==> config.mk <==
export PLATFORM = sky130hd
export DESIGN_NAME = htd_outq
export DESIGN_NICKNAME = d
export VERILOG_FILES = /design/src/htd_pkg.sv /design/src/htd_outq.sv
export SDC_FILE = /design/constraint.sdc
export NUM_CORES = 1
export LEC_CHECK = 0
export CORE_MARGIN = 2
export CORE_UTILIZATION = 45
export DETAILED_ROUTE_END_ITERATION = 10
export DONT_BUFFER_PORTS = 1
export PLACE_DENSITY = 0.61
export SLEW_MARGIN = 30
export SYNTH_ARGS = -nofsm -noshare
export SYNTH_HDL_FRONTEND = slang
export SYNTH_SLANG_ARGS = --single-unit
==> constraint.sdc <==
create_clock -name clk -period 5.6 [get_ports clk]
set_input_delay 0.28 -clock clk [delete_from_list [all_inputs] [get_ports clk]]
set_output_delay 0.28 -clock clk [all_outputs]
set_load 0.03 [all_outputs]
==> src/htd_pkg.sv <==
// Shared types and constants for the Huffman tree decoder.
// Used by every module of the block; depends on nothing else.
package htd_pkg;

    localparam int CODE_W = 14;
    localparam int LEN_W = 4;
    localparam int SYM_W = 8;
    localparam int BYTE_W = 8;

    localparam int NODE_COUNT_DEF = 512;
    localparam int MAX_CODE_LEN_DEF = 14;

    localparam int FQ_DEPTH = 2;
    localparam int FQ_AW = 1;
    localparam int FQ_CW = 2;

    localparam int OQ_DEPTH = 4;
    localparam int OQ_AW = 2;
    localparam int OQ_CW = 3;

    localparam logic CMD_INSERT = 1'b0;
    localparam logic CMD_DECODE = 1'b1;

    typedef enum logic {
        OP_INSERT = 1'b0,
        OP_DECODE = 1'b1
    } op_t;

    typedef struct packed {
        logic              cmd;
        logic [CODE_W-1:0] code_bits;
        logic [LEN_W-1:0]  code_length;
        logic [SYM_W-1:0]  symbol;
        logic [BYTE_W-1:0] data_byte;
    } request_t;

    typedef struct packed {
        logic [SYM_W-1:0] out_symbol;
        logic             error;
        logic             last;
    } result_t;

    // Classified work for the back end: bits left-aligned, first bit on top.
    typedef struct packed {
        op_t               op;
        logic [CODE_W-1:0] bits;
        logic [LEN_W-1:0]  cnt;
        logic [SYM_W-1:0]  sym;
    } work_t;

endpackage

==> src/htd_outq.sv <==
// Result queue: holds finished result items until they are popped.
// Depends on htd_pkg.
module htd_outq (
    input  logic             clk,
    input  logic             rst_n,
    input  logic             res_push,
    input  htd_pkg::result_t res_data,
    output logic             oq_full,
    output logic             empty,
    input  logic             pop,
    output htd_pkg::result_t result
);
    import htd_pkg::*;

    result_t          q_reg [OQ_DEPTH];
    logic [OQ_AW-1:0] wp_reg, wp_next;
    logic [OQ_AW-1:0] rp_reg, rp_next;
    logic [OQ_CW-1:0] cnt_reg, cnt_next;
    logic             enq;
    logic             deq;

    assign oq_full = (cnt_reg == OQ_CW'(OQ_DEPTH));
    assign empty = (cnt_reg == '0);
    assign result = q_reg[rp_reg];
    assign enq = res_push && !oq_full;
    assign deq = pop && !empty;

    always_comb
    begin
        wp_next = enq ? wp_reg + OQ_AW'(1) : wp_reg;
        rp_next = deq ? rp_reg + OQ_AW'(1) : rp_reg;
        cnt_next = cnt_reg + OQ_CW'(enq) - OQ_CW'(deq);
    end

    always_ff @(posedge clk)
    begin
        if (enq)
        begin
            q_reg[wp_reg] <= res_data;
        end
    end

    always_ff @(posedge clk or negedge rst_n)
    begin
        if (!rst_n)
        begin
            wp_reg <= '0;
            rp_reg <= '0;
            cnt_reg <= '0;
        end
        else
        begin
            wp_reg <= wp_next;
            rp_reg <= rp_next;
            cnt_reg <= cnt_next;
        end
    end

endmodule

* Word level (Yosys, flattened, before mapping)
Memories as Yosys holds them, arrays and structs flattened.
Index checks and enable logic that the tools add are counted.
** Storage, ports and cells
- Bits in writable memories :: 40
- Output and inout bits :: 12
- Bits in registers :: 7
- Bits in latches :: 0
- Input bits :: 14
- ROM bits :: 0
- Memories kept :: 1
** Operators by class
- $lt $le $gt $ge :: 0
- Equal/unequal tests :: 1
- Shifts and indexed selects :: 0
- Divide/modulo/power cells :: 0
- Bitwise gates (word level) :: 0
- Reduce and logical (&&, ||, !) cells :: 5
- $mul :: 0
- Multiplexer cells :: 2
- Add/sub/neg operators :: 4
** Memories
- q_reg :: depth 4, width 10, read ports 1, clocked after Yosys merged registers in 0, write ports 1, line htd_outq.sv:15 : result_t q_reg [OQ_DEPTH];
** Operator list (number)
- $add A2 B1 Y2 const B :: 2
- $add A3 B1 Y3 :: 1
- $eq A3 B3 Y1 const B :: 1
- $logic_not A3 Y1 :: 1
- $sub A3 B1 Y3 :: 1
- $logic_and A1 B1 Y1 :: 2
- $logic_not A1 Y1 :: 2
- $mux W1 :: 2

* Depth between registers and ports, before layout
Gate-level depths: netlist of run 1.
- Depth after elaboration :: 5
- Mapped depth :: 8

* Least setup slack after synthesis of run 1
OpenSTA, ideal clock, no wires.
- Path type :: register to register
- Start :: register cnt_reg[1]
- End :: register cnt_reg[2]
- Path buffers :: 0
- Arrival time :: 2026 ps
- Library setup time :: 123 ps
- Cell stages (with the launch flop) :: 9
- Path slack :: 3451 ps
- Clock period less this slack :: 2149 ps
- Data required time :: 5477 ps
- Path through :: dfrtp_1 > nor3b_4 > nand2b_1 > ha_1 > inv_1 > ha_1 > fa_1 > xnor2_1 > xnor2_1
** Between the ends
- Word-level cells in the longest chain between the ends :: 5
- Elaborated cells between the ends (all ways) :: 8
- Those cells by class :: add/sub: 2; eq/ne: 1; reduce/logical: 5
** RTL lines
- start, declared :: line htd_outq.sv:18 : logic [OQ_CW-1:0] cnt_reg, cnt_next;
- start signal, assigned :: line htd_outq.sv:55 : cnt_reg <= cnt_next;
- $eq A3 B3 Y1 :: line htd_outq.sv:22 : assign oq_full = (cnt_reg == OQ_CW'(OQ_DEPTH));
- net oq_full :: line htd_outq.sv:8 : output logic oq_full,
- $logic_not A1 Y1 :: line htd_outq.sv:25 : assign enq = res_push && !oq_full;
- $logic_and A1 B1 Y1 :: line htd_outq.sv:25
- $add A3 B1 Y3 :: line htd_outq.sv:32 : cnt_next = cnt_reg + OQ_CW'(enq) - OQ_CW'(deq);
- $sub A3 B1 Y3 :: line htd_outq.sv:32
- net cnt_next[2] :: line htd_outq.sv:18
The timed path passes the listed nets, and every way through them passes these cells.
A chain may end at the register's enable or synchronous reset.

* Worst setup path after layout of run 1
- Start :: register cnt_reg[2]
- End :: register cnt_reg[2]
The elaborated chain is that of the path after synthesis.

==> results_dict.tcl, run 1 <==
set metrics [dict create \
    clk_latency_ns 0.30 \
    fin_util_pct 52.05 \
    hold_path.class "input port to flip-flop" \
    cts_buffers 5 \
    antenna_left 0 \
    whs_ns 0.06838 \
    dr.pass1.iters 4 \
    yosys.area_share.simple_pct 5.737 \
    setup_violations 0 \
    rsz0062_at_grt "no" \
    start_util_pct 47.30 \
    grt_pass1_wl_mm 4.678 \
    drt_iter0_markers 58 \
    synth-xor-area-share_pct 1.825 \
    synth_top_family_by_area "multiplexers" \
    viasPerCell 5.667 \
    fin_setup_tns_ns 0 \
    cp_slowest_cell "nor3b_4" \
    antenna_found_initial 0 \
    synth_fa_ha_area_share_pct 4.954 \
    io_buffers 0 \
    slowest_delay_ns 0.56 \
    max_freq_ghz 0.4300 \
    io_pins 26 \
    cellPowerDensity_nw_per_um2 568.3 \
    synth_edf_count 40 \
    synth.most_common_cell "edfxtp_1" \
    rows 23 \
    worst_clock_skew_ns 0.007561 \
    grtUsageTotal_pct 13.14 \
    outcome "finished, final reports clean" \
    die-area_um2 4804 \
    crit_fanout 8 \
    clk_path_buf_depth 2 \
    synth.yosys.warnings 0 \
    worst_hold_path.num_cells 0 \
    antenna_cells 0 \
    num_vias 850 \
    min_period_over_period_pct 41.53 \
    area_growth_syn_to_layout_pct 10.04 \
    p_leak_nw 0.7346 \
    crit_chain "nor3b_4, nand2b_1, ha_1, inv_1, ha_1, fa_1, xnor2_1, xnor2_1" \
    largest_reg_flops 40 \
    synth-compound-area-share_pct 1.630 \
    hold_viol 0 \
    place_congestion 0.6832 \
    rr_startpoint "cnt_reg[2]" \
    htree_num_levels 2 \
    dieHeight_um 69.31 \
    syn-num-nets 114 \
    synthTopCellsByCount "40 x edfxtp_1, 8 x mux4_2, 7 x dfrtp_1" \
    seq_area_frac_synth_pct 71.71 \
    ir_worst_vdd_mv 0.3234 \
    drcViolationCount 0 \
    first_global_vias 915 \
    dpl_cell_area_um2 1966 \
    ys_ff_latch 47 \
    synth-main-ff-cell "edfxtp_1" \
    max-cap-violations 0 \
    path_class "flip-flop to flip-flop" \
    grt-ovfl-total 0 \
    worstPathArrival_ns 2.55 \
    routed_wirelength_mm 2.837 \
    worst_r2r_endpoint "cnt_reg[2]" \
    relSlewSlack_pct 39.35 \
    clk_pin_slew_ns 0.09 \
    synth_top_cell_by_area "edfxtp_1" \
    synth_cells 93 \
    drive_gt1_share_pct 17.00 \
    worst_pin_slew_ns 0.9028 \
    hpwl_mm 1.829 \
    start_kind "flip-flop" \
    crit_required_ns 5.82 \
    core_um2 4058 \
    synth_top_area_share_pct 62.58 \
    final_cell_area_um2 2112 \
    cts_tree "done" \
    syn_area_um2 1919 \
    slew_viol_final 0 \
    synth_cell_type_count 19 \
    wl_per_cell_um 18.91 \
    min_to "q_reg[1][3]" \
    total_power_mw 1.200 \
    layout.nets 120 \
    die_w_um 69.31 \
    fin_crit_ns 2.326 \
    hold_start "res_data[3]" \
    r2r_cells 8 \
    fillCellCount 330 \
    grt_start_max_net_pins 16 \
    synth.avg_cell_area_um2 20.64 \
    cp-end-kind "flip-flop" \
    synth.area.mux_share_pct 12.13 \
    synthTopCellsByArea "edfxtp_1 63%, mux4_2 9.4%, dfrtp_1 9.1%, ha_1 3.9%, mux4_1 2.7%" \
    root_buffer "clkbuf_8" \
    ff2ff_setup_slack_ns 3.27 \
    clock_sinks 47 \
    synthArstFlopShare_pct 14.89 \
]
[timing repair]
action,in CTS,in global routing
hold endpoints to repair,7,0
resized for setup,0,0
setup buffers,0,0
hold buffers,1,0
[worst max-delay path by stage]
| stage | depth (start not counted) | from | slack [ns] | to |
|---|---|---|---|---|
| after floorplan | 8 | cnt_reg[1] | 3.45 | cnt_reg[2] |
| after global placement | 8 | cnt_reg[2] | 3.35 | cnt_reg[2] |
| after detailed placement | 8 | cnt_reg[2] | 3.29 | cnt_reg[2] |
| after CTS | 8 | cnt_reg[2] | 3.26 | cnt_reg[2] |
| after global routing | 8 | cnt_reg[2] | 3.09 | cnt_reg[2] |
| final | 8 | cnt_reg[2] | 3.27 | cnt_reg[2] |
[placed cells by master (no fill, tap or decap), drive strengths merged]
master	n
dfrtp	7
inv	6
ha	6
nor3	1
clkbuf	5
fa	1
o211ai	2
o31ai	1
nand2	1
nand2b	4
xnor2	4
nor3b	1
and3b	4
clkinvlp	1
dlygate4sd3	1
edfxtp	40
bufinv	2
o311ai	1
mux4	10
nand4bb	2
[kinds of logic (layout without fill, tap and decap cells)]
kind of cell	count (synthesis)	count (layout)
buf+inv	8	15
simple gates	13	13
mux	10	10
fa+ha+maj	7	7
flops	47	47
compound gates	4	4
xor+xnor	4	4
[worst max-delay path: cells and delay by family, from the launching register on]
family                     cells  cell delay, ns
xor gates and xnor gates       2            0.31
adders and majority gates      3            0.68
buffers and inverters          1            0.03
DFF                            1            0.48
and+or+nand+nor                2            0.74
[area by class of cell]
class / instances / area (um^2) / share of cell area [%]
flip-flops and latches: 47 / 1376 / 65.17
multi-input cells: 38 / 504.2 / 23.87
clock inverters: 3 / 67.56 / 3.199
well taps: 50 / 62.56 / 2.962
clock buffers: 5 / 68.82 / 3.258
repair buffers: 1 / 10.01 / 0.4739
inverters: 6 / 22.52 / 1.066
[power breakdown]
group	switching [mW]	leakage, nW	internal (mW)
Clock	0.111	0.0644	0.178
Sequential	0.0864	0.449	0.471
Combinational	0.212	0.221	0.142
[layer usage]
layer	share of wire [%]	up-vias	track usage (%)
li1	-	380	-
met3	6.0	6	5.233
met2	51	26	21.47
met5	0	-	0
met4	1.8	0	5.229
met1	41	438	15.58
[through the flow]
step           cells  worst slack (ns)
6_report         150             3.274
5_1_grt          150             3.088
4_1_cts          150             3.263
3_5_place_dp     141             3.290
3_3_place_gp     141             3.348
2_1_floorplan     93             3.451
Note: power is estimated with default switching activity, not from simulation.
==> run 2: changes to the inputs <==
ABC_AREA = 1   (was not set)
clock period = 2.4 ns   (was 5.6 ns; I/O delays follow)
==> results_dict.tcl, run 2 <==
set metrics [dict create \
    path_common_cell "nand2_1" \
    routed_wirelength_mm 3.515 \
    crit_required_ns 2.64 \
    setup_violations 0 \
    rows 24 \
    worstPathArrival_ns 2.21 \
    max_freq_ghz 0.5068 \
    hpwl_mm 2.358 \
    cp_num_buf_inv 2 \
    final_cell_area_um2 2291 \
    viasPerCell 4.899 \
    drive_gt1_share_pct 6.341 \
    critPathTopFamily "adder cells" \
    antenna_left 0 \
    synth_edf_count 40 \
    ir_worst_vdd_mv 0.4584 \
    stdcell_count 257 \
    drt_iter0_markers 42 \
    final_cell_mix "48 x nand2_1, 40 x edfxtp_1, 25 x nor2_1" \
    worst_clock_skew_ns 0.006767 \
    max-cap-violations 0 \
    whs_ns 0.06974 \
    synth_top_cell_by_area "edfxtp_1" \
    start_kind "flip-flop" \
    io_buffers 0 \
    hold_path.class "input port to flip-flop" \
    layout.nets 225 \
    crit_chain "nor2_1, nand2_1, nand2_1, inv_1, ha_1, inv_1, ha_1, fa_1, nand3b_1, nand2_1" \
    cp_slowest_cell "dfrtp_1" \
    die_w_um 71.01 \
    first_global_vias 1247 \
    die-area_um2 5042 \
    fin_crit_ns 1.973 \
    htree_num_levels 2 \
    dr.pass1.iters 4 \
    clk_pin_slew_ns 0.08 \
    wl_per_cell_um 13.68 \
    synth.yosys.warnings 0 \
    antenna_cells 0 \
    path_class "flip-flop to flip-flop" \
    synth_top_area_share_pct 59.44 \
    synth_cells 185 \
    fin_setup_tns_ns 0 \
    cp-end-kind "flip-flop" \
    relSlewSlack_pct 55.47 \
    clk_path_buf_depth 2 \
    slew_viol_final 0 \
    cts_buffers 5 \
    fin_util_pct 52.61 \
    largest_reg_flops 40 \
    p_leak_nw 0.9748 \
    seq_area_frac_synth_pct 68.11 \
    synth-main-ff-cell "edfxtp_1" \
    synth_cell_type_count 18 \
    core_um2 4354 \
    syn-num-nets 206 \
    synthArstFlopShare_pct 14.89 \
    place_inst 236 \
    synthTopCellsByCount "48 x nand2_1, 40 x edfxtp_1, 25 x nor2_1" \
    start_util_pct 46.41 \
    worst_pin_slew_ns 0.6673 \
    min_period_over_period_pct 82.22 \
    num_vias 1259 \
    post_cts_buffers 0 \
    grt-ovfl-total 0 \
    ys_ff_latch 47 \
    crit_fanout 5 \
    cts_tree "done" \
    synth.avg_cell_area_um2 10.92 \
    dpl_cell_area_um2 2079 \
    clock_sinks 47 \
    syn_area_um2 2021 \
    rsz0062_at_grt "no" \
    dpl_worst_slack_ns 0.4606 \
    area_growth_syn_to_layout_pct 13.37 \
    final_common_cell "nand2_1" \
    dieHeight_um 71.01 \
    setup_slack_ns 0.4268 \
    grt_start_max_net_pins 22 \
    grt_pass1_wl_mm 5.816 \
    slowest_delay_ns 0.41 \
    grtUsageTotal_pct 15.72 \
    synthTopCellsByArea "edfxtp_1 59%, nand2_1 8.9%, dfrtp_1 8.7%, nor2_1 4.6%, o21ai_1 4.5%" \
    cellPowerDensity_nw_per_um2 1204 \
    root_buffer "clkbuf_8" \
    io_pins 26 \
    synth.most_common_cell "nand2_1" \
    antenna_found_initial 0 \
    drcViolationCount 0 \
    hold_viol 0 \
    total_power_mw 2.759 \
    clk_latency_ns 0.30 \
    place_congestion 0.7104 \
    outcome "finished, final reports clean" \
]
## run 2: changes by cell type after synthesis, moves of 4 or more
cell | before | now
and3b_1 | 4 | 0
inv_1 | 6 | 24
mux4_2 | 8 | 0
nand2_1 | 1 | 48
nand2b_1 | 4 | 0
nand3_1 | 0 | 4
nor2_1 | 0 | 25
o21ai_1 | 0 | 18
xnor2_1 | 4 | 0
## run 2: power breakdown
group	internal, mW	total, mW	switching, mW
Sequential	1.09	1.20	0.108
Clock	0.204	0.449	0.244
Combinational	0.285	1.11	0.826
## run 2: final timing paths
| path | from | endpoint | slack [ns] | depth (start not counted) |
|---|---|---|---|---|
| hold / removal | res_push | wp_reg[0] | 0.07 | 3 |
| setup reg to reg | cnt_reg[1] | cnt_reg[2] | 0.43 | 10 |
| min in group asynchronous | rst_n | cnt_reg[0] | 0.14 | 1 |
| max in group asynchronous | rst_n | cnt_reg[2] | 2.01 | 1 |
| setup / recovery | cnt_reg[1] | cnt_reg[2] | 0.43 | 10 |
| hold reg to reg | rp_reg[1] | rp_reg[1] | 0.50 | 2 |
## run 2: layer usage
metal | GRT usage [%] | up-vias | share of wire [%]
li1 | - | 634 | -
met1 | 18.32 | 593 | 43
met2 | 26.90 | 25 | 50
met3 | 4.274 | 7 | 4.9
met4 | 7.547 | 0 | 2.0
met5 | 0 | - | 0
## run 2: worst reg2reg max path: stages (launching register included)
cell	delay (ns)
dfrtp_1	0.41
nor2_1	0.14
nand2_1	0.13
nand2_1	0.10
inv_1	0.04
ha_1	0.26
inv_1	0.04
ha_1	0.18
fa_1	0.37
nand3b_1	0.17
nand2_1	0.07
## run 2: area by class of cell
cell class / instances / area (um^2)
flip-flops and latches: 47 / 1376
clock inverters: 1 / 5.005
multi-input cells: 106 / 503.0
well taps: 52 / 65.06
fillers: 367 / 2063
inverters: 26 / 97.59
repair buffers: 18 / 167.7
clock buffers: 7 / 76.32
## run 2: logic make-up (layout without fill, tap and decap cells)
group	count (synthesis)	in the layout	synth area share, %
compound gates	20	20	4.954
fa+ha+maj	7	7	4.706
buf+inv	32	52	6.997
flops	47	47	68.11
simple gates	79	79	15.23
## run 2: what timing repair did
action                                  CTS  global route
hold buffers                             13             0
gates resized for setup                   0             0
endpoints found under the setup margin    0             0
endpoints found under the hold margin    50             0
==> run 3: changes to the inputs <==
PLACE_DENSITY = 0.63   (was 0.61)
clock period = 1.6 ns   (was 2.4 ns; I/O delays follow)
==> results_dict.tcl, run 3 (same netlist as run 2, synthesis figures left out) <==
set metrics [dict create \
    outcome "complete, but fails checks" \
    violations "negative setup slack" \
    hold_viol 0 \
    worst_clock_skew_ns 0.01014 \
    htree_num_levels 2 \
    place_inst 248 \
    path_class "flip-flop to flip-flop" \
    cp-end-kind "flip-flop" \
    r2r_cells 10 \
    max-cap-violations 0 \
    final_cell_mix "41 x nand2_1, 40 x edfxtp_1, 22 x inv_1" \
    cp_num_buf_inv 2 \
    grt-ovfl-total 0 \
    clk_pin_slew_ns 0.09 \
    routed_wirelength_mm 3.811 \
    drcViolationCount 0 \
    worst_hold_path.num_cells 4 \
    clk_latency_ns 0.30 \
    drive_gt1_share_pct 21.62 \
    crit_fanout 2 \
    grt_start_max_net_pins 21 \
    hpwl_mm 2.490 \
    root_buffer "clkbuf_8" \
    start_util_pct 46.41 \
    worst_pin_slew_ns 0.3497 \
    drt_iter0_markers 63 \
    die-area_um2 5042 \
    seqPwrFrac_pct 37.9 \
    io_pins 26 \
    die_w_um 71.01 \
    dr.pass1.iters 4 \
    combPwrFrac_pct 47.1 \
    dpl_worst_slack_ns -0.2473 \
    clock_sinks 47 \
    layout.nets 242 \
    setup_violations 2 \
    p_clk_share_pct 15.0 \
    grtUsageTotal_pct 15.87 \
    p_sw_mw 1.963 \
    p_leak_nw 1.061 \
    worstPathArrival_ns 2.07 \
    grt_pass1_wl_mm 6.051 \
    rows 24 \
    setup_slack_ns -0.2319 \
    io_buffers 0 \
    cts_tree "done" \
    viasPerCell 4.898 \
    largest_reg_flops 40 \
    hold_path.class "input port to flip-flop" \
    dieHeight_um 71.01 \
    ir_worst_vdd_mv 0.9603 \
    slowest_delay_ns 0.39 \
    clk_path_buf_depth 2 \
    place_congestion 0.7380 \
    antenna_found_initial 0 \
    relSlewSlack_pct 76.61 \
    num_vias 1342 \
    crit_required_ns 1.83 \
    core_um2 4354 \
    start_kind "flip-flop" \
    fin_crit_ns 1.832 \
    rsz0062_at_grt "yes" \
    antenna_cells 0 \
    antenna_left 0 \
    area_growth_syn_to_layout_pct 25.02 \
    stdcell_count 274 \
    intPower_mw 2.667 \
    crit_chain "nor2_2, nand2_2, nand2_2, inv_2, ha_4, inv_2, ha_4, fa_2, nand3b_1, nand2_1" \
    wl_per_cell_um 13.91 \
    cp_slowest_cell "dfrtp_1" \
    slew_viol_final 0 \
    min_period_over_period_pct 114.5 \
    cp_num_cells 10 \
    max_freq_ghz 0.5459 \
    critPathTopFamily "adder cells" \
    final_common_cell "nand2_1" \
    cts_buffers 5 \
    first_global_vias 1338 \
    power.share.switching_pct 42.40 \
    cellPowerDensity_nw_per_um2 1833 \
    total_power_mw 4.631 \
    fillCellCount 351 \
]
## run 3: power groups by stage
stage               clock network [mW]  logic (mW)  registers, mW
floorplan                            0        1.43           1.77
global placement                     0        1.79           1.76
detailed placement                   0        1.90           1.78
CTS                              0.707        2.01           1.75
global route                     0.743        2.42           1.79
finish                           0.694        2.18           1.75
## run 3: path summary, 6_finish.rpt
kind                            startpoint          to  slack (ns)
worst min register to register   rp_reg[1]   rp_reg[1]        0.50
worst max register to register  cnt_reg[0]  cnt_reg[2]       -0.23
max in group asynchronous            rst_n   wp_reg[0]        1.23
min in group asynchronous            rst_n   rp_reg[1]        0.11
worst min-delay path                   pop   rp_reg[1]        0.02
worst max-delay path            cnt_reg[0]  cnt_reg[2]       -0.23
## run 3: worst min-delay path: stages
cell and delay (ns):
nand2_1 0.04, clkinv_1 0.05, nand3_1 0.07, nand2_1 0.06
## run 3: cell type report
class	count	area (um^2)	area share, %
repair buffers	35	317.8	12.58
clock inverters	3	20.02	0.7925
multi-input cells	106	580.6	22.98
flip-flops and latches	47	1376	54.48
well taps	52	65.06	2.576
inverters	26	97.59	3.863
clock buffers	5	68.82	2.724
## run 3: what timing repair did
action / 4_1_cts / 5_1_grt
gates cloned: 0 / 1
endpoints found under the hold margin: 50 / 0
endpoints found under the setup margin: 2 / 42
buffers inserted: 4 / 0
pin swaps: 4 / 6
gates resized for setup: 3 / 25
hold buffers: 13 / 0
## run 3: per-stage QoR
stage	util [%]	hold slack, ns	cell area [um^2]	TNS [ns]
5_1_grt	58.02	0.05371	2526	-0.5374
2_1_floorplan	-	-0.2156	2026	-0.3097
3_5_place_dp	49.94	-0.2154	2175	-0.4468
3_3_place_gp	49.94	-0.2154	2175	-0.2359
6_report	58.02	0.01790	2526	-0.3960
4_1_cts	55.83	0.01312	2431	-0.4025
## run 3: layer usage
layer | global-route usage, % | part of all wire [%]
met1 | 18.30 | 40
met2 | 28.45 | 55
met3 | 4.558 | 4.5
met4 | 5.031 | 0.55
met5 | 0 | 0
