--- src/htd_pkg.sv ---
// Shared types and constants for the Huffman tree decoder.
// Used by every module of the block; depends on nothing else.
package htd_pkg;

    localparam int CODE_W = 14;
    localparam int LEN_W = 4;
    localparam int SYM_W = 8;
    localparam int BYTE_W = 8;

    localparam int NODE_COUNT_DEF = 512;
    localparam int MAX_CODE_LEN_DEF = 14;

    localparam int FQ_DEPTH = 2;
    localparam int FQ_AW = 1;
    localparam int FQ_CW = 2;

    localparam int OQ_DEPTH = 4;
    localparam int OQ_AW = 2;
    localparam int OQ_CW = 3;

    localparam logic CMD_INSERT = 1'b0;
    localparam logic CMD_DECODE = 1'b1;

    typedef enum logic {
        OP_INSERT = 1'b0,
        OP_DECODE = 1'b1
    } op_t;

    typedef struct packed {
        logic              cmd;
        logic [CODE_W-1:0] code_bits;
        logic [LEN_W-1:0]  code_length;
        logic [SYM_W-1:0]  symbol;
        logic [BYTE_W-1:0] data_byte;
    } request_t;

    typedef struct packed {
        logic [SYM_W-1:0] out_symbol;
        logic             error;
        logic             last;
    } result_t;

    // Classified work for the back end: bits left-aligned, first bit on top.
    typedef struct packed {
        op_t               op;
        logic [CODE_W-1:0] bits;
        logic [LEN_W-1:0]  cnt;
        logic [SYM_W-1:0]  sym;
    } work_t;

endpackage

--- src/htd_front.sv ---
// Front end: accepts request items, classifies them and queues the work.
// Depends on htd_pkg.
module htd_front #(
    parameter int MAX_CODE_LEN = htd_pkg::MAX_CODE_LEN_DEF
) (
    input  logic              clk,
    input  logic              rst_n,
    input  logic              push,
    output logic              full,
    input  htd_pkg::request_t request,
    output logic              work_valid,
    input  logic              work_ready,
    output htd_pkg::work_t    work
);
    import htd_pkg::*;

    localparam int CAP = (MAX_CODE_LEN < CODE_W) ? MAX_CODE_LEN : CODE_W;

    work_t            q_reg [FQ_DEPTH];
    logic [FQ_AW-1:0] wp_reg;
    logic [FQ_AW-1:0] wp_next;
    logic [FQ_AW-1:0] rp_reg;
    logic [FQ_AW-1:0] rp_next;
    logic [FQ_CW-1:0] cnt_reg;
    logic [FQ_CW-1:0] cnt_next;
    logic [LEN_W-1:0] len_eff;
    logic [LEN_W-1:0] shamt;
    work_t            cls;
    logic             take;
    logic             enq;
    logic             deq;

    assign full = (cnt_reg == FQ_CW'(FQ_DEPTH));
    assign take = push && !full;

    always_comb
    begin
        len_eff = (request.code_length > LEN_W'(CAP)) ? LEN_W'(CAP) : request.code_length;
        shamt = LEN_W'(CODE_W) - len_eff;
        if (request.cmd == CMD_DECODE)
        begin
            cls.op = OP_DECODE;
            cls.bits = {request.data_byte, (CODE_W-BYTE_W)'(0)};
            cls.cnt = LEN_W'(BYTE_W);
            cls.sym = request.symbol;
        end
        else
        begin
            cls.op = OP_INSERT;
            cls.bits = request.code_bits << shamt;
            cls.cnt = len_eff;
            cls.sym = request.symbol;
        end
    end

    // Drop zero-length inserts here: they leave no trace.
    assign enq = take && !(request.cmd == CMD_INSERT && request.code_length == '0);
    assign deq = work_valid && work_ready;
    assign work_valid = (cnt_reg != '0);
    assign work = q_reg[rp_reg];

    always_comb
    begin
        wp_next = enq ? wp_reg + FQ_AW'(1) : wp_reg;
        rp_next = deq ? rp_reg + FQ_AW'(1) : rp_reg;
        cnt_next = cnt_reg + FQ_CW'(enq) - FQ_CW'(deq);
    end

    always_ff @(posedge clk)
    begin
        if (enq)
        begin
            q_reg[wp_reg] <= cls;
        end
    end

    always_ff @(posedge clk or negedge rst_n)
    begin
        if (!rst_n)
        begin
            wp_reg <= '0;
            rp_reg <= '0;
            cnt_reg <= '0;
        end
        else
        begin
            wp_reg <= wp_next;
            rp_reg <= rp_next;
            cnt_reg <= cnt_next;
        end
    end

endmodule

--- config.mk ---
export PLATFORM = sky130hd
export DESIGN_NAME = htd_front
export DESIGN_NICKNAME = d
export VERILOG_FILES = /design/src/htd_pkg.sv /design/src/htd_front.sv
export SDC_FILE = /design/constraint.sdc
export NUM_CORES = 1
export LEC_CHECK = 0
export ABC_AREA = 1
export BUFFER_PORTS_ARGS = -buffer_cell sky130_fd_sc_hd__buf_4
export CAP_MARGIN = 10
export CORE_MARGIN = 2
export CORE_UTILIZATION = 35
export CTS_BUF_LIST = sky130_fd_sc_hd__clkbuf_8 sky130_fd_sc_hd__clkbuf_16
export CTS_CLUSTER_DIAMETER = 80
export DETAILED_ROUTE_END_ITERATION = 7
export HOLD_SLACK_MARGIN = 0.03
export RECOVER_POWER = 100
export SYNTH_ARGS = -nofsm -noshare
export SYNTH_HDL_FRONTEND = slang
export SYNTH_SLANG_ARGS = --single-unit
--- constraint.sdc ---
create_clock -name clk -period 2.3 [get_ports clk]
set_input_delay 0.23 -clock clk [delete_from_list [all_inputs] [get_ports clk]]
set_output_delay 0.23 -clock clk [all_outputs]
set_load 0.01 [all_outputs]
* Word level (Yosys, flattened, before mapping)
Memories as Yosys holds them, arrays and structs flattened. Cells that the tools add are included.
Word-level totals: flip-flop bits (word level) 4, RAM bits 54, input port bits 39, output and inout port bits 29, word-level logic and storage cells 25, memories 1
Memory list:
- q_reg | depth 2, bits a word 27, read ports 1, clocked after Yosys merged registers in 0, write ports 1, RTL line htd_front.sv:19 | work_t q_reg [FQ_DEPTH];
Operators by class: $add $sub $neg 5, magnitude comparators 1, equal/unequal tests 1, shift-type cells 1, multiplexer cells 4, bitwise operators 1, reduce and logical (&&, ||, !) cells 8
Operator list (number):
- $mux W27 | 1
- $shl A14 B4 Y14 | 1
- $gt A4 B4 Y1 const B | 1
- $logic_and A1 B1 Y1 | 4
- $logic_not A4 Y1 | 1
- $mux W4 | 1
- $sub A4 B4 Y4 const A | 1
- $add A1 B1 Y1 const B | 2
- $add A2 B1 Y2 | 1
- $eq A2 B2 Y1 const B | 1
- $logic_not A1 Y1 | 2
- $mux W1 | 2
- $reduce_bool A2 Y1 | 1
- $sub A2 B1 Y2 | 1
- $not A1 Y1 | 1

* Longest topological paths before layout
Gate-level depths: netlist of run 1.
depth in word-level cells 6, depth in mapped cells 14, gate-level depth less buffers 11

* Worst setup path after synthesis of run 1
OpenSTA, ideal clock, no wires.
path type input to register, from input port request[34] (netlist name), to memory q_reg[0][0] (netlist name) (enable), library setup time 0.411 ns, arrival time 1.958 ns, data required time 1.889 ns, setup slack -0.069 ns, stages 5, buffers on the path 1, path through clkbuf_1 > nor2_1 > inv_1 > o221ai_1 > nor2_1
On the way: longest elaborated chain between the ends 6
RTL lines:
- start, declared | RTL line htd_front.sv:10 | input htd_pkg::request_t request,
- $not A1 Y1 | RTL line htd_front.sv:57 | assign enq = take && !(request.cmd == CMD_INSERT && request.code_length == '0);
- $logic_and A1 B1 Y1 | RTL line htd_front.sv:57
- $logic_not A1 Y1 | RTL line htd_front.sv:57
- $logic_and A1 B1 Y1 | RTL line htd_front.sv:57
- $mux W1 | RTL line htd_front.sv:71 | if (enq)
- $mux W1 (implied by the code) | RTL line htd_front.sv:73 | q_reg[wp_reg] <= cls;
- end, declared | RTL line htd_front.sv:19
Every way passes these cells.

* Worst setup path in the final report of run 1
from register cnt_reg[1], to memory q_reg[1][13] (netlist name) (enable)
On the way: longest elaborated chain between the ends 6
RTL lines:
- start, declared | RTL line htd_front.sv:24 | logic [FQ_CW-1:0] cnt_reg;
- start signal, assigned | RTL line htd_front.sv:89 | cnt_reg <= cnt_next;
- $eq A2 B2 Y1 | RTL line htd_front.sv:33 | assign full = (cnt_reg == FQ_CW'(FQ_DEPTH));
- $logic_not A1 Y1 | RTL line htd_front.sv:34 | assign take = push && !full;
- $logic_and A1 B1 Y1 | RTL line htd_front.sv:34
- $logic_and A1 B1 Y1 | RTL line htd_front.sv:57
- $mux W1 | RTL line htd_front.sv:71
- $mux W1 (implied by the code) | RTL line htd_front.sv:73
Every way passes these cells.

==> flow_metrics.env, run 1 <==
export IMPL_status="finished clean"
export IMPL_core_area_sq_um=8593
export IMPL_ctsHtreeMaxLevel=3
export IMPL_post_route_period_util=0.8104
export IMPL_crit_family="buffers and inverters"
export IMPL_critPathMaxFanout=27
export IMPL_die_w_um=97.40
export IMPL_grt_pass1_wl_um=11720
export IMPL_grt_max_degree=29
export IMPL_fin_crit_ns=1.864
export IMPL_cp_arrival_ns=1.82
export IMPL_dp_hpwl_um=5087
export IMPL_die_area_sq_um=9486
export IMPL_drive_above_1_share=0.1727
export IMPL_fillers=900
export IMPL_synth_seq_area_share=0.5639
export IMPL_cts_inserted_buffers=9
export IMPL_dr_pass1_iters=4
export IMPL_clock_fmax_mhz=536.5
export IMPL_grt_use_met2=0.2552
export IMPL_grtUsageTotal=0.1556
export IMPL_rsz0062_at_grt="false"
export IMPL_initial_core_util=0.3553
export IMPL_synth_cell_types=31
export IMPL_yosysWarnings=0
export IMPL_viasPerCell=4.716
export IMPL_syn_area_per_cell_sq_um=8.901
export IMPL_synth_area_sq_um=3053
export IMPL_switching_share=0.3572
export IMPL_clockRootBuffer="clkbuf_8"
export IMPL_cp_slowest_cell="clkbuf_2"
export IMPL_multi_input_area_sq_um=1101
export IMPL_min_path_type="input pin to register"
export IMPL_wl_um=7151
export IMPL_path_class="register to register"
export IMPL_timing_final_hold_violations=0
export IMPL_async_flop_share=0.06897
export IMPL_stdcell_count=525
export IMPL_ys_flop_type="edfxtp_1"
export IMPL_vdd_drop_max_mv=0.4039
export IMPL_globalRouteMet1Util=0.1940
export IMPL_largest_reg_flops=54
export IMPL_nNetsFinal=454
export IMPL_rows=34
export IMPL_finalMaxSlewViolations=0
export IMPL_path_clk_slew_ns=0.06
export IMPL_cap_viol_max_count=0
export IMPL_mostFrequentLayoutCell="nand2_1"
export IMPL_synth_cells=343
export IMPL_hold_slack_ns=0.1039
export IMPL_power_switching_w=0.001374
export IMPL_port_buffers=67
export IMPL_p_leak_nw=1.690
export IMPL_use_met3=0.03597
export IMPL_finalSetupViolations=0
export IMPL_cp_end_kind="register"
export IMPL_path_cells="inv_1 -> o221ai_1 -> nor2_2 -> clkbuf_2"
export IMPL_pre_cts_ws_ns=0.2361
export IMPL_p_int_w=0.002472
export IMPL_drc=0
export IMPL_num_io_pins=68
export IMPL_slowest_delay_ns=0.59
export IMPL_grt_overflow_total=0
export IMPL_gp_congestion=0.8637
export IMPL_cts_buffer_depth=2
export IMPL_drtIter0Drc=137
export IMPL_maxSlewHeadroom=0.5050
export IMPL_required_ns=2.25
export IMPL_vias=2476
export IMPL_fin_total_pwr_w=0.003846
export IMPL_grt_pass1_vias=2449
export IMPL_die_h_um=97.40
export IMPL_cts_repair_resized=0
export IMPL_p_comb_frac=0.348
export IMPL_startpoint_type="register"
export IMPL_setup_ws_ns=0.4360
export IMPL_final_setup_skew_ns=0.004732
export IMPL_synth_edf_count=54
export IMPL_power_density_nw_per_um2=1036
export IMPL_wl_per_cell_um=13.62
export IMPL_drtAntennaViolNets=0
export IMPL_final_cell_mix="146 x nand2_1, 54 x edfxtp_1, 48 x nand3_1"
export IMPL_antenna_cells=0
export IMPL_clk_latency_ns=0.32
export IMPL_area_delta_synth_final_pct=21.60
export IMPL_synth_seq_cells=58
export IMPL_cts_num_sinks=58
export IMPL_grt_busiest_layer="met2"
export IMPL_design_area_sq_um=3712
export IMPL_path_buf_inv=2
export IMPL_cts_tree="built"
export IMPL_seqPwrFrac=0.399
export IMPL_placed_area_sq_um=3641
export IMPL_antenna_found_initial=0
export IMPL_place_inst=508
export IMPL_synth_nets=385
export IMPL_clockPowerShare=0.253
export IMPL_tightest_slew_ns=0.7426
export IMPL_ff_latch_area_sq_um=1722
-- through the flow --
stage | setup TNS (ns) | utilization
floorplan | -3.700 | -
global placement | 0 | 0.4237
detailed placement | 0 | 0.4237
CTS | 0 | 0.4492
global route | 0 | 0.4320
finish | 0 | 0.4320
-- power groups by stage --
stage               Clock, W  Sequential, W  Combinational, W
finish              0.000971        0.00154           0.00134
global route         0.00104        0.00157           0.00151
CTS                 0.000992        0.00153           0.00160
detailed placement         0        0.00155           0.00160
global placement           0        0.00155           0.00158
floorplan                  0        0.00154          0.000893
-- final timing paths --
kind / start / endpoint / slack (ns) / depth (start not counted)
max: cnt_reg[1] / q_reg[1][13] / 0.44 / 4
min: request[15] / q_reg[0][7] / 0.10 / 1
max reg2reg: cnt_reg[1] / q_reg[1][13] / 0.44 / 4
min reg2reg: cnt_reg[0] / cnt_reg[0] / 0.57 / 1
max in group asynchronous: rst_n / cnt_reg[0] / 1.84 / 2
min in group asynchronous: rst_n / rp_reg / 0.26 / 2
-- logic make-up (layout without fill, tap and decap cells) --
family	Yosys count	after routing	share of synthesized area
AND/OR/NAND/NOR	221	221	0.3135
AO/OA/AOI/OAI	10	10	0.02254
XOR/XNOR	5	5	0.01681
adder cells (fa/ha/maj)	3	3	0.01230
buffers and inverters	46	120	0.07090
flip-flops	58	58	0.5639
-- cell usage after synthesis, types with 3 or more instances --
cell,n,area (sq um)
a21oi_1,4,20.02
buf_2,3,15.01
clkbuf_1,6,22.52
dfrtp_1,4,100.1
edfxtp_1,54,1622
ha_1,3,37.54
inv_1,25,93.84
inv_2,4,15.01
nand2_1,146,548.0
nand3_1,46,230.2
nand3_2,7,70.07
nor2_1,15,56.30
xor2_1,3,26.28
-- worst reg2reg max path: cells and delay by family, from the launching register on --
family | cells | cell delay, ns
AOI/OAI and AO/OA | 1 | 0.26
buffers and inverters | 2 | 0.70
DFF | 1 | 0.38
and+or+nand+nor | 1 | 0.14
-- cell type report --
class | count | share of cell area
sequential | 58 | 0.4638
multi-input combinational | 239 | 0.2966
timing repair buffer | 75 | 0.1176
tap | 108 | 0.03640
clock buffer | 9 | 0.03337
inverter | 29 | 0.02932
clock inverter | 7 | 0.02292
-- per-layer routing --
metal  wire [um]  part of all wire  vias to the layer above
met5           0                 0                        -
met4         188             0.026                        0
met3         291             0.041                       12
met2        3469              0.49                       66
met1        3201              0.45                     1144
li1            -                 -                     1254
-- repair_timing --
| item | CTS | global route |
|---|---|---|
| hold endpoints to repair | 4 | 0 |
| hold buffers | 1 | 0 |
| setup buffers | 0 | 0 |
No activity file was read; power rests on OpenSTA's default activity.
==> inputs of run 2 (changes only) <==
clock period = 1.5 ns   (was 2.3 ns; I/O delays follow)
==> run 2 against run 1 <==
The flow now finishes with violations (negative setup slack). Highest routed layer unchanged. Largest power group is now combinational logic. Setup slack got worse by 0.50 ns. First-iteration DRC count fell by 48%. Worst hold slack gained 0.017 ns. Via count grew 3.1%. Core utilization is 6.8 points higher. Design area is 16% higher. Routed wire length is 2.8% lower. Sequential share of layout area down 6.3 points. Critical endpoint is now cnt_reg[1]. Clock power is 32% higher.
==> flow_metrics.env, run 2 (same netlist as run 1, synthesis figures left out) <==
export IMPL_finalSetupViolations=1
export IMPL_switching_share=0.3416
export IMPL_cp_end_kind="register"
export IMPL_setup_tns_ns=-0.06452
export IMPL_cts_num_sinks=58
export IMPL_power_density_nw_per_um2=1536
export IMPL_clk_latency_ns=0.32
export IMPL_post_route_period_util=1.043
export IMPL_wl_um=6952
export IMPL_cp_arrival_ns=1.77
export IMPL_rsz0062_at_grt="true"
export IMPL_initial_core_util=0.3553
export IMPL_port_buffers=67
export IMPL_drtAntennaViolNets=0
export IMPL_design_area_sq_um=4294
export IMPL_status="finished, violations left"
export IMPL_dr_pass1_iters=5
export IMPL_vias=2553
export IMPL_grt_pass1_wl_um=11570
export IMPL_final_util=0.4997
export IMPL_drtIter0Drc=71
export IMPL_cts_tree="built"
export IMPL_clock_fmax_mhz=639.2
export IMPL_clockPowerShare=0.194
export IMPL_p_comb_frac=0.449
export IMPL_viasPerCell=4.535
export IMPL_ctsHtreeMaxLevel=3
export IMPL_setup_ws_ns=-0.06452
export IMPL_p_int_w=0.004341
export IMPL_antenna_found_initial=0
export IMPL_cts_inserted_buffers=9
export IMPL_fin_crit_ns=1.565
export IMPL_maxSlewHeadroom=0.5194
export IMPL_vdd_drop_max_mv=0.5367
export IMPL_tightest_slew_ns=0.7209
export IMPL_gp_congestion=0.8890
export IMPL_die_area_sq_um=9486
export IMPL_drc=0
export IMPL_cap_viol_max_count=0
export IMPL_required_ns=1.71
export IMPL_power_switching_w=0.002253
export IMPL_drive_above_1_share=0.3253
export IMPL_grt_max_degree=19
export IMPL_min_path_type="input pin to register"
export IMPL_cts_buffer_depth=2
export IMPL_pre_cts_ws_ns=-0.1380
export IMPL_path_clk_slew_ns=0.06
export IMPL_clockRootBuffer="clkbuf_8"
export IMPL_seqPwrFrac=0.357
export IMPL_timing_final_hold_violations=0
export IMPL_grtUsageTotal=0.1529
export IMPL_final_cell_mix="144 x nand2_1, 76 x buf_4, 54 x edfxtp_1"
export IMPL_num_io_pins=68
export IMPL_p_leak_nw=1.999
export IMPL_finalMaxSlewViolations=0
export IMPL_wl_per_cell_um=12.35
export IMPL_nNetsFinal=492
export IMPL_final_setup_skew_ns=0.005210
export IMPL_mostFrequentLayoutCell="nand2_1"
export IMPL_rows=34
export IMPL_startpoint_type="register"
export IMPL_largest_reg_flops=54
export IMPL_antenna_cells=0
export IMPL_hold_slack_ns=0.1206
export IMPL_grt_overflow_total=0
export IMPL_dp_hpwl_um=5280
export IMPL_placed_area_sq_um=3971
export IMPL_violations="negative setup slack"
export IMPL_core_area_sq_um=8593
export IMPL_critPathMaxFanout=2
export IMPL_grt_pass1_vias=2480
export IMPL_die_w_um=97.40
export IMPL_die_h_um=97.40
export IMPL_path_class="register to register"
export IMPL_area_delta_synth_final_pct=40.66
[run 2: path summary, 6_finish.rpt]
path,from,endpoint,slack (ns),cells past startpoint
min in group asynchronous,rst_n,cnt_reg[0],0.19,2
max reg2reg,cnt_reg[1],cnt_reg[1],-0.06,8
min,request[5],q_reg[1][23],0.12,3
max,cnt_reg[1],cnt_reg[1],-0.06,8
min reg2reg,cnt_reg[1],cnt_reg[1],0.59,2
max in group asynchronous,rst_n,wp_reg,1.11,2
[run 2: per-layer routing]
| layer | part of all wire | vias to the layer above | track usage |
|---|---|---|---|
| met1 | 0.45 | 1142 | 0.1993 |
| met5 | 0 | - | 0 |
| li1 | - | 1336 | - |
| met4 | 0.013 | 0 | 0.05128 |
| met3 | 0.038 | 7 | 0.03669 |
| met2 | 0.50 | 68 | 0.2509 |
[run 2: layout make-up]
type / instances / area [sq um]
fill: 835 / 4299
sequential: 58 / 1722
multi-input combinational: 239 / 1242
timing repair buffer: 113 / 904.6
tap: 108 / 135.1
clock buffer: 9 / 123.9
inverter: 29 / 113.9
clock inverter: 7 / 52.55
[run 2: what timing repair did]
item,4_1_cts,5_1_grt
hold buffers,9,0
setup endpoints to repair,1,50
endpoints found under the hold margin,20,0
pin swaps,5,6
setup buffers,0,1
gates cloned,0,2
resized for setup,6,8
[run 2: worst max-delay path: stages, from the launching register on]
cell     delay (ns)
dfrtp_1        0.38
or2_4          0.26
nand2_4        0.06
inv_2          0.04
ha_4           0.25
inv_2          0.04
ha_4           0.15
xnor2_2        0.13
xor2_1         0.14
[run 2: through the flow]
stage	cells	total power [W]
2_1_floorplan	343	0.003832
3_3_place_gp	535	0.005175
3_5_place_dp	535	0.005214
4_1_cts	560	0.006608
5_1_grt	563	0.007049
6_report	563	0.006594
[run 2: power by group through the flow]
stage	clock network [W]	logic (W)	registers, W
3_3_place_gp	0	0.00280	0.00237
2_1_floorplan	0	0.00146	0.00237
3_5_place_dp	0	0.00283	0.00239
6_report	0.00128	0.00296	0.00235
5_1_grt	0.00140	0.00326	0.00239
4_1_cts	0.00131	0.00294	0.00236
==> inputs of run 3 (changes only) <==
GPL_ROUTABILITY_DRIVEN = 0   (was default)
SKIP_LAST_GASP = 1   (was default)
==> run 3 against run 2 <==
Design area is 0.93% lower. Die area unchanged. Cell count down 0.18%. Via count grew 0.39%. Count of clock-buffer cells in the layout grew 2. Sequential cell count unchanged. The flow still finishes with violations (negative setup slack). Non-clock buffer count fell by 1. Critical path depth unchanged. Largest cell class unchanged. Clock skew down 0.0011 ns. Sequential power hardly changed.
==> flow_metrics.env, run 3 (same netlist as run 1, synthesis figures left out) <==
export IMPL_cp_slowest_cell="dfrtp_1"
export IMPL_tightest_slew_ns=0.7933
export IMPL_place_inst=534
export IMPL_timing_rr_start="cnt_reg[1]"
export IMPL_fillers=834
export IMPL_cts_num_sinks=58
export IMPL_hold_start="request[5]"
export IMPL_clockRootBuffer="clkbuf_8"
export IMPL_num_io_pins=68
export IMPL_finalSetupViolations=55
export IMPL_multi_input_area_sq_um=1204
export IMPL_initial_core_util=0.3553
export IMPL_maxSlewHeadroom=0.4711
export IMPL_min_to="q_reg[0][23]"
export IMPL_grt_pass1_wl_um=11540
export IMPL_die_w_um=97.40
export IMPL_antenna_found_initial=0
export IMPL_grt_pass1_vias=2508
export IMPL_drc=0
export IMPL_fin_crit_ns=1.585
export IMPL_cp_end_kind="register"
export IMPL_drtAntennaViolNets=0
export IMPL_timing_final_hold_violations=0
export IMPL_wl_per_cell_um=12.36
export IMPL_holdPathStages=3
export IMPL_grt_max_degree=19
export IMPL_startpoint_type="register"
export IMPL_cts_tree="built"
export IMPL_vias=2563
export IMPL_cts_inserted_buffers=9
export IMPL_violations="negative setup slack"
export IMPL_die_area_sq_um=9486
export IMPL_final_util=0.4951
export IMPL_path_class="register to register"
export IMPL_path_cells="or2_4 -> nand2_4 -> inv_2 -> ha_4 -> inv_2 -> ha_4 -> xnor2_2 -> xor2_1"
export IMPL_nNetsFinal=491
export IMPL_largest_reg_flops=54
export IMPL_p_leak_nw=1.999
export IMPL_mostFrequentLayoutCell="nand2_1"
export IMPL_grt_overflow_total=0
export IMPL_hold_slack_ns=0.1173
export IMPL_power_density_nw_per_um2=1562
export IMPL_cts_buffer_depth=2
export IMPL_final_setup_skew_ns=0.004086
export IMPL_rsz0062_at_grt="true"
export IMPL_ff_latch_area_sq_um=1722
export IMPL_reg2reg_slack_ns=-0.08
export IMPL_min_path_type="input pin to register"
export IMPL_area_delta_synth_final_pct=39.34
export IMPL_clk_latency_ns=0.32
export IMPL_grtUsageTotal=0.1530
export IMPL_r2r_end="cnt_reg[1]"
export IMPL_clock_fmax_mhz=631.0
export IMPL_slowest_delay_ns=0.39
export IMPL_stdcell_count=562
export IMPL_dr_pass1_iters=4
export IMPL_final_cell_mix="145 x nand2_1, 75 x buf_4, 54 x edfxtp_1"
export IMPL_die_h_um=97.40
export IMPL_post_route_period_util=1.057
export IMPL_rows=34
export IMPL_port_buffers=67
export IMPL_required_ns=1.71
export IMPL_r2r_cells=8
export IMPL_setup_ws_ns=-0.08487
export IMPL_drtIter0Drc=84
export IMPL_status="finished, violations left"
export IMPL_cp_arrival_ns=1.79
export IMPL_ctsHtreeMaxLevel=3
export IMPL_cap_viol_max_count=0
export IMPL_core_area_sq_um=8593
export IMPL_critPathMaxFanout=2
export IMPL_path_clk_slew_ns=0.06
export IMPL_finalMaxSlewViolations=0
export IMPL_antenna_cells=0
export IMPL_dp_hpwl_um=5264
export IMPL_drive_above_1_share=0.3172
export IMPL_vdd_drop_max_mv=0.5672
export IMPL_wl_um=6949
export IMPL_viasPerCell=4.560
[run 3: area by class of cell]
cell class / instances / share of cell area
Clock buffer: 11 / 0.03559
Clock inverter: 5 / 0.01088
Inverter: 29 / 0.02676
Multi-Input combinational cell: 239 / 0.2829
Sequential cell: 58 / 0.4047
Tap cell: 108 / 0.03176
Timing Repair Buffer: 112 / 0.2074
[run 3: what timing repair did]
| item | CTS | global route |
|---|---|---|
| hold buffers | 9 | 0 |
| endpoints found under the hold margin | 20 | 0 |
| gates resized for setup | 6 | 5 |
| setup buffers | 0 | 3 |
| pin swaps | 5 | 4 |
| setup endpoints to repair | 1 | 30 |
| cloned | 0 | 0 |
[run 3: worst max-delay path by stage]
stage / startpoint / to / slack, ns / cells past startpoint
6_report: cnt_reg[1] / cnt_reg[1] / -0.08 / 8
5_1_grt: cnt_reg[1] / cnt_reg[1] / -0.15 / 8
4_1_cts: cnt_reg[0] / cnt_reg[1] / -0.11 / 8
3_5_place_dp: cnt_reg[1] / cnt_reg[1] / -0.17 / 8
3_3_place_gp: request[17] / q_reg[0][23] / -0.1 / 12
2_1_floorplan: request[17] / q_reg[0][25] / -0.15 / 14
[run 3: stage by stage]
step / area, sq um / worst slack, ns / TNS (ns) / total power (W)
2_1_floorplan: 3171 / -0.1519 / -1.945 / 0.003832
3_3_place_gp: 3964 / -0.09614 / -1.302 / 0.005163
3_5_place_dp: 3964 / -0.1665 / -1.966 / 0.005211
4_1_cts: 4284 / -0.1085 / -0.1085 / 0.006720
5_1_grt: 4254 / -0.1483 / -6.842 / 0.007101
6_report: 4254 / -0.08487 / -1.078 / 0.006647
[run 3: layer usage]
layer / track usage / part of all wire / wire, um
met1: 0.1968 / 0.45 / 3095
met5: 0 / 0 / 0
met3: 0.02014 / 0.037 / 257
met4: 0.07799 / 0.019 / 129
met2: 0.2531 / 0.50 / 3466
[run 3: worst max-delay path, delay by kind of cell (launching register included)]
family | cells | cell delay (ns)
flops | 1 | 0.39
buf+inv | 2 | 0.08
fa+ha+maj | 2 | 0.40
simple gates | 2 | 0.33
xor+xnor | 2 | 0.27
[run 3: power breakdown]
group	switching [W]	internal (W)
clock	0.000564	0.000837
sequential	0.000110	0.00224
combinational	0.00157	0.00133
